[config.mk]
export PLATFORM = sky130hd
export DESIGN_NAME = fbcm_seq
export DESIGN_NICKNAME = d
export VERILOG_FILES = /design/src/rtl/core/fbcm_pkg.sv /design/src/rtl/core/fbcm_seq.sv
export SDC_FILE = /design/constraint.sdc
export NUM_CORES = 1
export LEC_CHECK = 0
export BUFFER_PORTS_ARGS = -buffer_cell sky130_fd_sc_hd__buf_2
export CAP_MARGIN = 20
export CORE_MARGIN = 2
export CORE_UTILIZATION = 44
export CTS_CLUSTER_DIAMETER = 120
export CTS_CLUSTER_SIZE = 14
export DETAILED_ROUTE_END_ITERATION = 8
export HOLD_SLACK_MARGIN = 0.1
export PLACE_DENSITY_LB_ADDON = 0.15
export SKIP_CTS_REPAIR_TIMING = 1
export SLEW_MARGIN = 25
export SYNTH_ARGS = -nofsm -noshare
export SYNTH_HDL_FRONTEND = slang
export SYNTH_SLANG_ARGS = --single-unit
[constraint.sdc]
create_clock -name clk -period 6 [get_ports clk]
set_input_delay 0.6 -clock clk [delete_from_list [all_inputs] [get_ports clk]]
set_output_delay 0.6 -clock clk [all_outputs]
set_load 0.01 [all_outputs]
[src/rtl/core/fbcm_pkg.sv]
package fbcm_pkg;

	localparam int BLOCK_W        = 10;
	localparam int STAT_W         = 2;
	localparam int CMD_W          = 2;
	localparam int UPC_W          = 4;
	localparam int DEF_NUM_BLOCKS = 1024;

	// command codes
	localparam logic [CMD_W-1:0] CMD_APPEND = 2'd0;
	localparam logic [CMD_W-1:0] CMD_ALLOC  = 2'd1;
	localparam logic [CMD_W-1:0] CMD_UNLINK = 2'd2;

	// status codes
	localparam logic [STAT_W-1:0] STATUS_DONE    = 2'd0;
	localparam logic [STAT_W-1:0] STATUS_EMPTY   = 2'd1;
	localparam logic [STAT_W-1:0] STATUS_INVALID = 2'd2;

	// microprogram entry points and steps
	localparam logic [UPC_W-1:0] UA_A0  = 4'd0;
	localparam logic [UPC_W-1:0] UA_A1  = 4'd1;
	localparam logic [UPC_W-1:0] UA_A2  = 4'd2;
	localparam logic [UPC_W-1:0] UA_U0  = 4'd3;
	localparam logic [UPC_W-1:0] UA_U1  = 4'd4;
	localparam logic [UPC_W-1:0] UA_R1  = 4'd5;
	localparam logic [UPC_W-1:0] UA_L0  = 4'd6;
	localparam logic [UPC_W-1:0] UA_INV = 4'd7;
	localparam logic [UPC_W-1:0] UA_EMP = 4'd8;

	typedef enum logic [2:0] {
		ACT_NONE,
		ACT_RD_FLAG,
		ACT_APP_WR,
		ACT_APP_LINK,
		ACT_RD_LINKS_BLK,
		ACT_RD_LINKS_HEAD,
		ACT_REMOVE
	} act_t;

	typedef enum logic [1:0] {
		COND_NONE,
		COND_BAD_APP,
		COND_BAD_UNL,
		COND_EMPTY
	} cond_t;

	typedef struct packed {
		act_t              act;
		cond_t             cond;
		logic              wait_out;
		logic              last;
		logic [STAT_W-1:0] status;
		logic [UPC_W-1:0]  t_addr;
		logic [UPC_W-1:0]  f_addr;
	} ucode_t;

	typedef struct packed {
		logic bad_app;
		logic bad_unl;
		logic empty;
	} cond_flags_t;

	typedef struct packed {
		logic busy;
		logic step;
		logic hit;
	} seq_status_t;

	function automatic ucode_t uword(act_t a, cond_t c, logic w, logic l,
		logic [STAT_W-1:0] s, logic [UPC_W-1:0] t, logic [UPC_W-1:0] f);
		ucode_t u;
		u.act      = a;
		u.cond     = c;
		u.wait_out = w;
		u.last     = l;
		u.status   = s;
		u.t_addr   = t;
		u.f_addr   = f;
		return u;
	endfunction

	// control store: act fires only when the step's condition is false
	function automatic ucode_t ucode_rom(logic [UPC_W-1:0] upc);
		ucode_t u;
		unique case (upc)
			UA_A0:   u = uword(ACT_RD_FLAG, COND_NONE, 1'b1, 1'b0, STATUS_DONE,
				UA_A1, UA_A1);
			UA_A1:   u = uword(ACT_APP_WR, COND_BAD_APP, 1'b0, 1'b0, STATUS_DONE,
				UA_INV, UA_A2);
			UA_A2:   u = uword(ACT_APP_LINK, COND_NONE, 1'b0, 1'b1, STATUS_DONE,
				UA_A0, UA_A0);
			UA_U0:   u = uword(ACT_RD_FLAG, COND_NONE, 1'b1, 1'b0, STATUS_DONE,
				UA_U1, UA_U1);
			UA_U1:   u = uword(ACT_RD_LINKS_BLK, COND_BAD_UNL, 1'b0, 1'b0, STATUS_DONE,
				UA_INV, UA_R1);
			UA_R1:   u = uword(ACT_REMOVE, COND_NONE, 1'b0, 1'b1, STATUS_DONE,
				UA_A0, UA_A0);
			UA_L0:   u = uword(ACT_RD_LINKS_HEAD, COND_EMPTY, 1'b1, 1'b0, STATUS_DONE,
				UA_EMP, UA_R1);
			UA_INV:  u = uword(ACT_NONE, COND_NONE, 1'b1, 1'b1, STATUS_INVALID,
				UA_A0, UA_A0);
			UA_EMP:  u = uword(ACT_NONE, COND_NONE, 1'b0, 1'b1, STATUS_EMPTY,
				UA_A0, UA_A0);
			default: u = uword(ACT_NONE, COND_NONE, 1'b1, 1'b1, STATUS_INVALID,
				UA_A0, UA_A0);
		endcase
		return u;
	endfunction

	function automatic logic [UPC_W-1:0] dispatch(logic [CMD_W-1:0] cmd);
		logic [UPC_W-1:0] a;
		unique case (cmd)
			CMD_APPEND: a = UA_A0;
			CMD_ALLOC:  a = UA_L0;
			CMD_UNLINK: a = UA_U0;
			default:    a = UA_INV;
		endcase
		return a;
	endfunction

endpackage

[src/rtl/core/fbcm_seq.sv]
module fbcm_seq import fbcm_pkg::*; (
	input  logic              clk,
	input  logic              arst_n,
	input  logic              start,
	input  logic [CMD_W-1:0]  command,
	input  cond_flags_t       flags,
	input  logic              out_free,
	output ucode_t            ctrl,
	output seq_status_t       st
);

	logic             busy_q;
	logic [UPC_W-1:0] upc_q;
	logic             hit;
	logic             step;

	assign ctrl = ucode_rom(upc_q);

	always_comb begin
		unique case (ctrl.cond)
			COND_NONE:    hit = 1'b0;
			COND_BAD_APP: hit = flags.bad_app;
			COND_BAD_UNL: hit = flags.bad_unl;
			COND_EMPTY:   hit = flags.empty;
		endcase
	end

	// a waiting step holds until the result register is free
	assign step = busy_q && !(ctrl.wait_out && !out_free);

	assign st.busy = busy_q;
	assign st.step = step;
	assign st.hit  = hit;

	always_ff @(posedge clk or negedge arst_n) begin
		if (!arst_n) begin
			busy_q <= 1'b0;
			upc_q  <= UA_A0;
		end else if (start) begin
			busy_q <= 1'b1;
			upc_q  <= dispatch(command);
		end else if (step) begin
			if (ctrl.last) begin
				busy_q <= 1'b0;
			end else begin
				upc_q <= hit ? ctrl.t_addr : ctrl.f_addr;
			end
		end
	end

endmodule

==> results.sh, run 1 <==
export IMPL_run_status="complete, no violations"
export IMPL_reg2reg_to="upc_q[2]"
export IMPL_ys_warn_count=0
export IMPL_synth_top_family_by_area="simple AND/OR/NAND/NOR gates"
export IMPL_hold_viol=0
export IMPL_synth_mux_area_share_pct=6.653
export IMPL_synth_compound_area_share_pct=22.58
export IMPL_crit_slowest_cell="dfrtp_1"
export IMPL_finalNonFillerCells=122
export IMPL_io_buffers=27
export IMPL_syn_avg_cell_area_um2=7.388
export IMPL_antenna_found_initial=0
export IMPL_wl_per_cell_um=11.41
export IMPL_rr_startpoint="upc_q[0]"
export IMPL_cp_top_family="multiplexers"
export IMPL_place_ws_ns=3.524
export IMPL_drtPass1Iterations=4
export IMPL_regArea_um2=125.1
export IMPL_ios=29
export IMPL_synth_edf_count=0
export IMPL_setup_tns_ns=0
export IMPL_grt_util_met2_pct=26.56
export IMPL_ys_ff_latch=5
export IMPL_p_leak_nw=0.4162
export IMPL_r2r_cells=7
export IMPL_route_vias_total=616
export IMPL_ys_types=27
export IMPL_finalMaxSlewViolations=0
export IMPL_drc=0
export IMPL_globalRoute_totalOverflow=0
export IMPL_grt_pass1_wl_um=2242
export IMPL_synth_largest_area_cell="dfrtp_1"
export IMPL_drive_gt1_share_pct=29.91
export IMPL_met1_usage_pct=22.16
export IMPL_insertion_delay_ns=0.23
export IMPL_tightest_slew_ns=0.5273
export IMPL_hold_path_class="input port to asynchronous set/reset pin"
export IMPL_slew_headroom_pct=64.84
export IMPL_numCtsBuffers=3
export IMPL_required_ns=5.40
export IMPL_path_clk_slew_ns=0.04
export IMPL_yosysMostFrequentCell="nor2_1"
export IMPL_fp_row_count=13
export IMPL_start_kind="flip-flop"
export IMPL_place_area_um2=721.9
export IMPL_die_area_um2=1727
export IMPL_grt_start_max_net_pins=20
export IMPL_htreeDepth=1
export IMPL_die_w_um=41.56
export IMPL_antenna_cells=0
export IMPL_reg2reg_slack_ns=3.79
export IMPL_core_area_um2=1301
export IMPL_finalCritPeriodShare_pct=45.54
export IMPL_path_cells="inv_1 > ha_1 > mux2i_1 > mux2_1 > a32o_1 > buf_2"
export IMPL_yosys_top_cells_area="dfrtp_1 (20%), ha_1 (12%), a21oi_1 (8.1%), nor2_1 (6.7%), nand2_1 (5.4%)"
export IMPL_grtUsageTotal_pct=16.74
export IMPL_grt_use_met3_pct=2.609
export IMPL_final_area_um2=748.2
export IMPL_synth_area_um2=620.6
export IMPL_mappedNetlistNets=99
export IMPL_wirelength_um=1392
export IMPL_gp_congestion=0.7399
export IMPL_power_density_nw_per_um2=620.8
export IMPL_ir_drop_uv=276.9
export IMPL_synthCells=84
export IMPL_max_cap_viol_count=0
export IMPL_max_freq_mhz=365.9
export IMPL_utilization_pct=57.50
export IMPL_arrival_ns=2.13
export IMPL_die_h_um=41.56
export IMPL_yosysSeqAreaShare_pct=20.16
export IMPL_clock_path_buffers=2
export IMPL_crit_type="flip-flop to output port"
export IMPL_area_delta_synth_final_pct=20.56
export IMPL_synthTopCellsByCount="nor2_1 (11), a21oi_1 (10), nand2_1 (9)"
export IMPL_fillers=134
export IMPL_setup_slack_ns=3.267
export IMPL_synthAdderAreaFrac_pct=12.10
export IMPL_ant_nets=0
export IMPL_start_util_pct=47.69
export IMPL_layout_min_cycle_time_ns=2.733
export IMPL_grt_pass1_vias=518
export IMPL_multi_input_area_um2=412.9
export IMPL_cts_root_buf="clkbuf_4"
export IMPL_async_flop_share_pct=100.0
export IMPL_place_hpwl_um=1081
export IMPL_layout_nets=123
export IMPL_synth_xor_area_share_pct=0
export IMPL_placed_cells=118
export IMPL_setup_worst_path_end_class="output port"
export IMPL_grt_setup_unrepaired="no"
export IMPL_critPathBufInv=2
export IMPL_cts_sinks=5
export IMPL_synth_simple_area_share_pct=24.60
export IMPL_vias_per_cell=5.049
export IMPL_max_stage_delay_ns=0.51
export IMPL_drt_iter0_drc=21
export IMPL_synth_top_area_share_pct=20.16
export IMPL_top_usage_layer="met2"
export IMPL_cts_tree="built"
export IMPL_synthFlopType="dfrtp_1"
export IMPL_setup_violations=0
export IMPL_clock_skew_ns=0.002737
export IMPL_crit_fanout=10
[kinds of logic after synthesis]
logic type                 count (synthesis)
buffers and inverters                     16
AOI/OAI and AO/OA                         21
DFF                                        5
muxes                                      4
other                                      1
adders and majority gates                  6
and+or+nand+nor                           31
[registers in the layout (all words and copies together) (netlist names)]
| signal | flops |
|---|---|
| upc_q | 4 |
| busy_q | 1 |
[power by group]
| part | internal, mW | switching, mW | total, mW |
|---|---|---|---|
| Sequential | 0.0475 | 0.0357 | 0.0833 |
| Clock | 0.0250 | 0.0119 | 0.0369 |
| Combinational | 0.154 | 0.190 | 0.344 |
| Total | 0.227 | 0.238 | 0.464 |
[per-layer routing]
metal,vias to the layer above,wire length (µm)
met2,21,721
met3,0,63
met4,0,0
li1,321,-
met1,274,606
met5,-,0
[placed cells by master (no fill, tap or decap)]
cell / n
a311o_1: 1
nand2b_4: 1
mux2i_1: 3
nor2_1: 11
o21ai_1: 3
ha_1: 6
a32o_1: 1
clkbuf_4: 3
nor2b_1: 1
o21a_1: 1
dfrtp_1: 5
or2_0: 2
o221ai_1: 2
nand2_1: 9
inv_1: 8
a21o_1: 2
nand2b_1: 4
a221oi_2: 1
clkbuf_1: 1
nand3b_1: 1
nand3_1: 1
buf_2: 27
mux2_1: 1
nor3b_1: 1
a21oi_1: 10
conb_1: 1
[how the worst max path moves through the flow]
stage | start | to | cells past startpoint
6_report | upc_q[0] | st[0] | 6
5_1_grt | upc_q[0] | st[0] | 6
4_1_cts | upc_q[0] | st[0] | 6
3_5_place_dp | upc_q[0] | st[0] | 6
3_3_place_gp | upc_q[0] | st[0] | 6
2_1_floorplan | upc_q[0] | st[0] | 6
[through the flow]
stage,hold WS [ns],power [mW]
2_1_floorplan,0.3044,0.3375
3_3_place_gp,0.4158,0.4250
3_5_place_dp,0.4148,0.4247
4_1_cts,0.1642,0.4666
5_1_grt,0.1516,0.5131
6_report,0.1655,0.4645
[layout make-up]
type / instances / area share (%)
sequential: 5 / 16.72
multi-input combinational: 63 / 55.18
timing repair buffer: 27 / 18.06
clock buffer: 4 / 3.512
inverter: 8 / 4.013
tap: 15 / 2.508
[worst reg2reg max path, cell delays in order, from the launching register on]
cell and delay (ns):
dfrtp_1 0.51, inv_1 0.14, ha_1 0.35, nand2b_4 0.06, a21o_1 0.16, a311o_1 0.42, or2_0 0.26, o221ai_1 0.21
No activity file was read; power rests on OpenSTA's default activity.
==> run 2: changes to the inputs <==
- CORE_ASPECT_RATIO: default -> 1.1
- CORE_UTILIZATION: 44 -> 40
- clock period: 6 -> 2.45 ns (I/O delays scaled with it)
==> run 2 against run 1 <==
Clock power increased to 2.7 times the previous value. Critical path depth fell by 2. Via count increased by 4.1%. Highest routed layer is now met4.
==> results.sh, run 2 (synthesis results as in run 1) <==
export IMPL_cts_sinks=5
export IMPL_largest_register_ffs=4
export IMPL_die_h_um=45.31
export IMPL_ios=29
export IMPL_grt_pass1_vias=560
export IMPL_power_density_nw_per_um2=1514
export IMPL_holdWs_ns=0.2201
export IMPL_final_common_cell="buf_2"
export IMPL_max_cap_viol_count=0
export IMPL_ir_drop_uv=797.2
export IMPL_hold_path_class="input port to flip-flop"
export IMPL_grt_pass1_wl_um=2408
export IMPL_wirelength_um=1492
export IMPL_drtPass1Iterations=3
export IMPL_drc=0
export IMPL_fp_row_count=14
export IMPL_p_leak_nw=0.4254
export IMPL_die_w_um=41.56
export IMPL_setup_slack_ns=0.1562
export IMPL_power_total_mw=1.161
export IMPL_wl_per_cell_um=11.94
export IMPL_required_ns=2.20
export IMPL_area_delta_synth_final_pct=23.59
export IMPL_grtUsageTotal_pct=17.45
export IMPL_setup_violations=0
export IMPL_path_clk_slew_ns=0.04
export IMPL_place_hpwl_um=1174
export IMPL_path_cells="mux2i_1 > mux2_1 > a32o_1 > buf_2"
export IMPL_ant_nets=0
export IMPL_arrival_ns=2.05
export IMPL_max_freq_mhz=436.0
export IMPL_hold_viol=0
export IMPL_grt_start_max_net_pins=20
export IMPL_insertion_delay_ns=0.25
export IMPL_place_area_um2=730.7
export IMPL_crit_fanout=19
export IMPL_numCtsBuffers=3
export IMPL_finalCritPeriodShare_pct=93.63
export IMPL_antenna_cells=0
export IMPL_gp_congestion=0.7822
export IMPL_drive_gt1_share_pct=30.28
export IMPL_globalRoute_totalOverflow=0
export IMPL_crit_type="flip-flop to output port"
export IMPL_setup_worst_path_end_class="output port"
export IMPL_start_kind="flip-flop"
export IMPL_layout_nets=125
export IMPL_max_stage_delay_ns=0.71
export IMPL_run_status="complete, no violations"
export IMPL_route_vias_total=641
export IMPL_layout_min_cycle_time_ns=2.294
export IMPL_fillers=146
export IMPL_start_util_pct=44.29
export IMPL_grt_setup_unrepaired="no"
export IMPL_cts_root_buf="clkbuf_4"
export IMPL_finalMaxSlewViolations=0
export IMPL_top_regs="upc_q x4, busy_q x1"
export IMPL_tightest_slew_ns=0.5862
export IMPL_layout_common_cells="buf_2 (27), nor2_1 (11), a21oi_1 (10)"
export IMPL_hold_path_depth=3
export IMPL_die_area_um2=1883
export IMPL_clock_path_buffers=2
export IMPL_htreeDepth=1
export IMPL_drt_iter0_drc=5
export IMPL_top_register="upc_q"
export IMPL_io_buffers=27
export IMPL_r2r_cells=5
export IMPL_antenna_found_initial=0
export IMPL_crit_slowest_cell="dfrtp_1"
export IMPL_clock_skew_ns=0.001657
export IMPL_slew_headroom_pct=60.92
export IMPL_place_ws_ns=0.3952
export IMPL_final_area_um2=767.0
export IMPL_cts_tree="built"
export IMPL_setup_tns_ns=0
export IMPL_vias_per_cell=5.128
export IMPL_core_area_um2=1401
## run 2: cell count changes in the layout (fill, tap and decap cells not counted), sizes merged
| cell | delta |
|---|---|
| buf | +1 |
| dlygate4sd3 | +1 |
## run 2: routing by layer
metal  track usage (%)  wire (µm)
met2             25.94        696
met3             4.000         52
met5                 0          0
met4             17.42         53
met1             20.54        691
## run 2: worst max-delay path: cells and delay by family (launching register included)
kind	cells	cell delay, ns
buffers and inverters	1	0.17
multiplexers	2	0.64
flip-flops	1	0.71
AO/OA/AOI/OAI	1	0.28
## run 2: power by group
| group | switching, mW | internal (mW) | leakage [nW] |
|---|---|---|---|
| Sequential | 0.0719 | 0.116 | 0.0593 |
| Clock | 0.0366 | 0.0617 | 0.0150 |
| Combinational | 0.485 | 0.389 | 0.351 |
## run 2: final timing paths
check	startpoint	endpoint	slack (ns)
min in group asynchronous	arst_n	upc_q[0]	0.34
max	upc_q[2]	st[0]	0.16
min reg2reg	busy_q	busy_q	0.50
max in group asynchronous	arst_n	upc_q[3]	1.98
max reg2reg	upc_q[2]	upc_q[1]	0.35
min	command[1]	upc_q[0]	0.22
## run 2: layout make-up
cell class                      instances  area [µm²]  area share (%)
Multi-Input combinational cell         63       412.9           53.83
Timing Repair Buffer                   29       152.6           19.90
Sequential cell                         5       125.1           16.31
Inverter                                8       30.03           3.915
Clock buffer                            4       26.28           3.426
Tap cell                               16       20.02           2.610
## run 2: stage by stage
stage          util [%]  std cells
2_1_floorplan         -         84
3_3_place_gp      52.14        120
3_5_place_dp      52.14        120
4_1_cts           54.02        124
5_1_grt           54.73        125
6_report          54.73        125
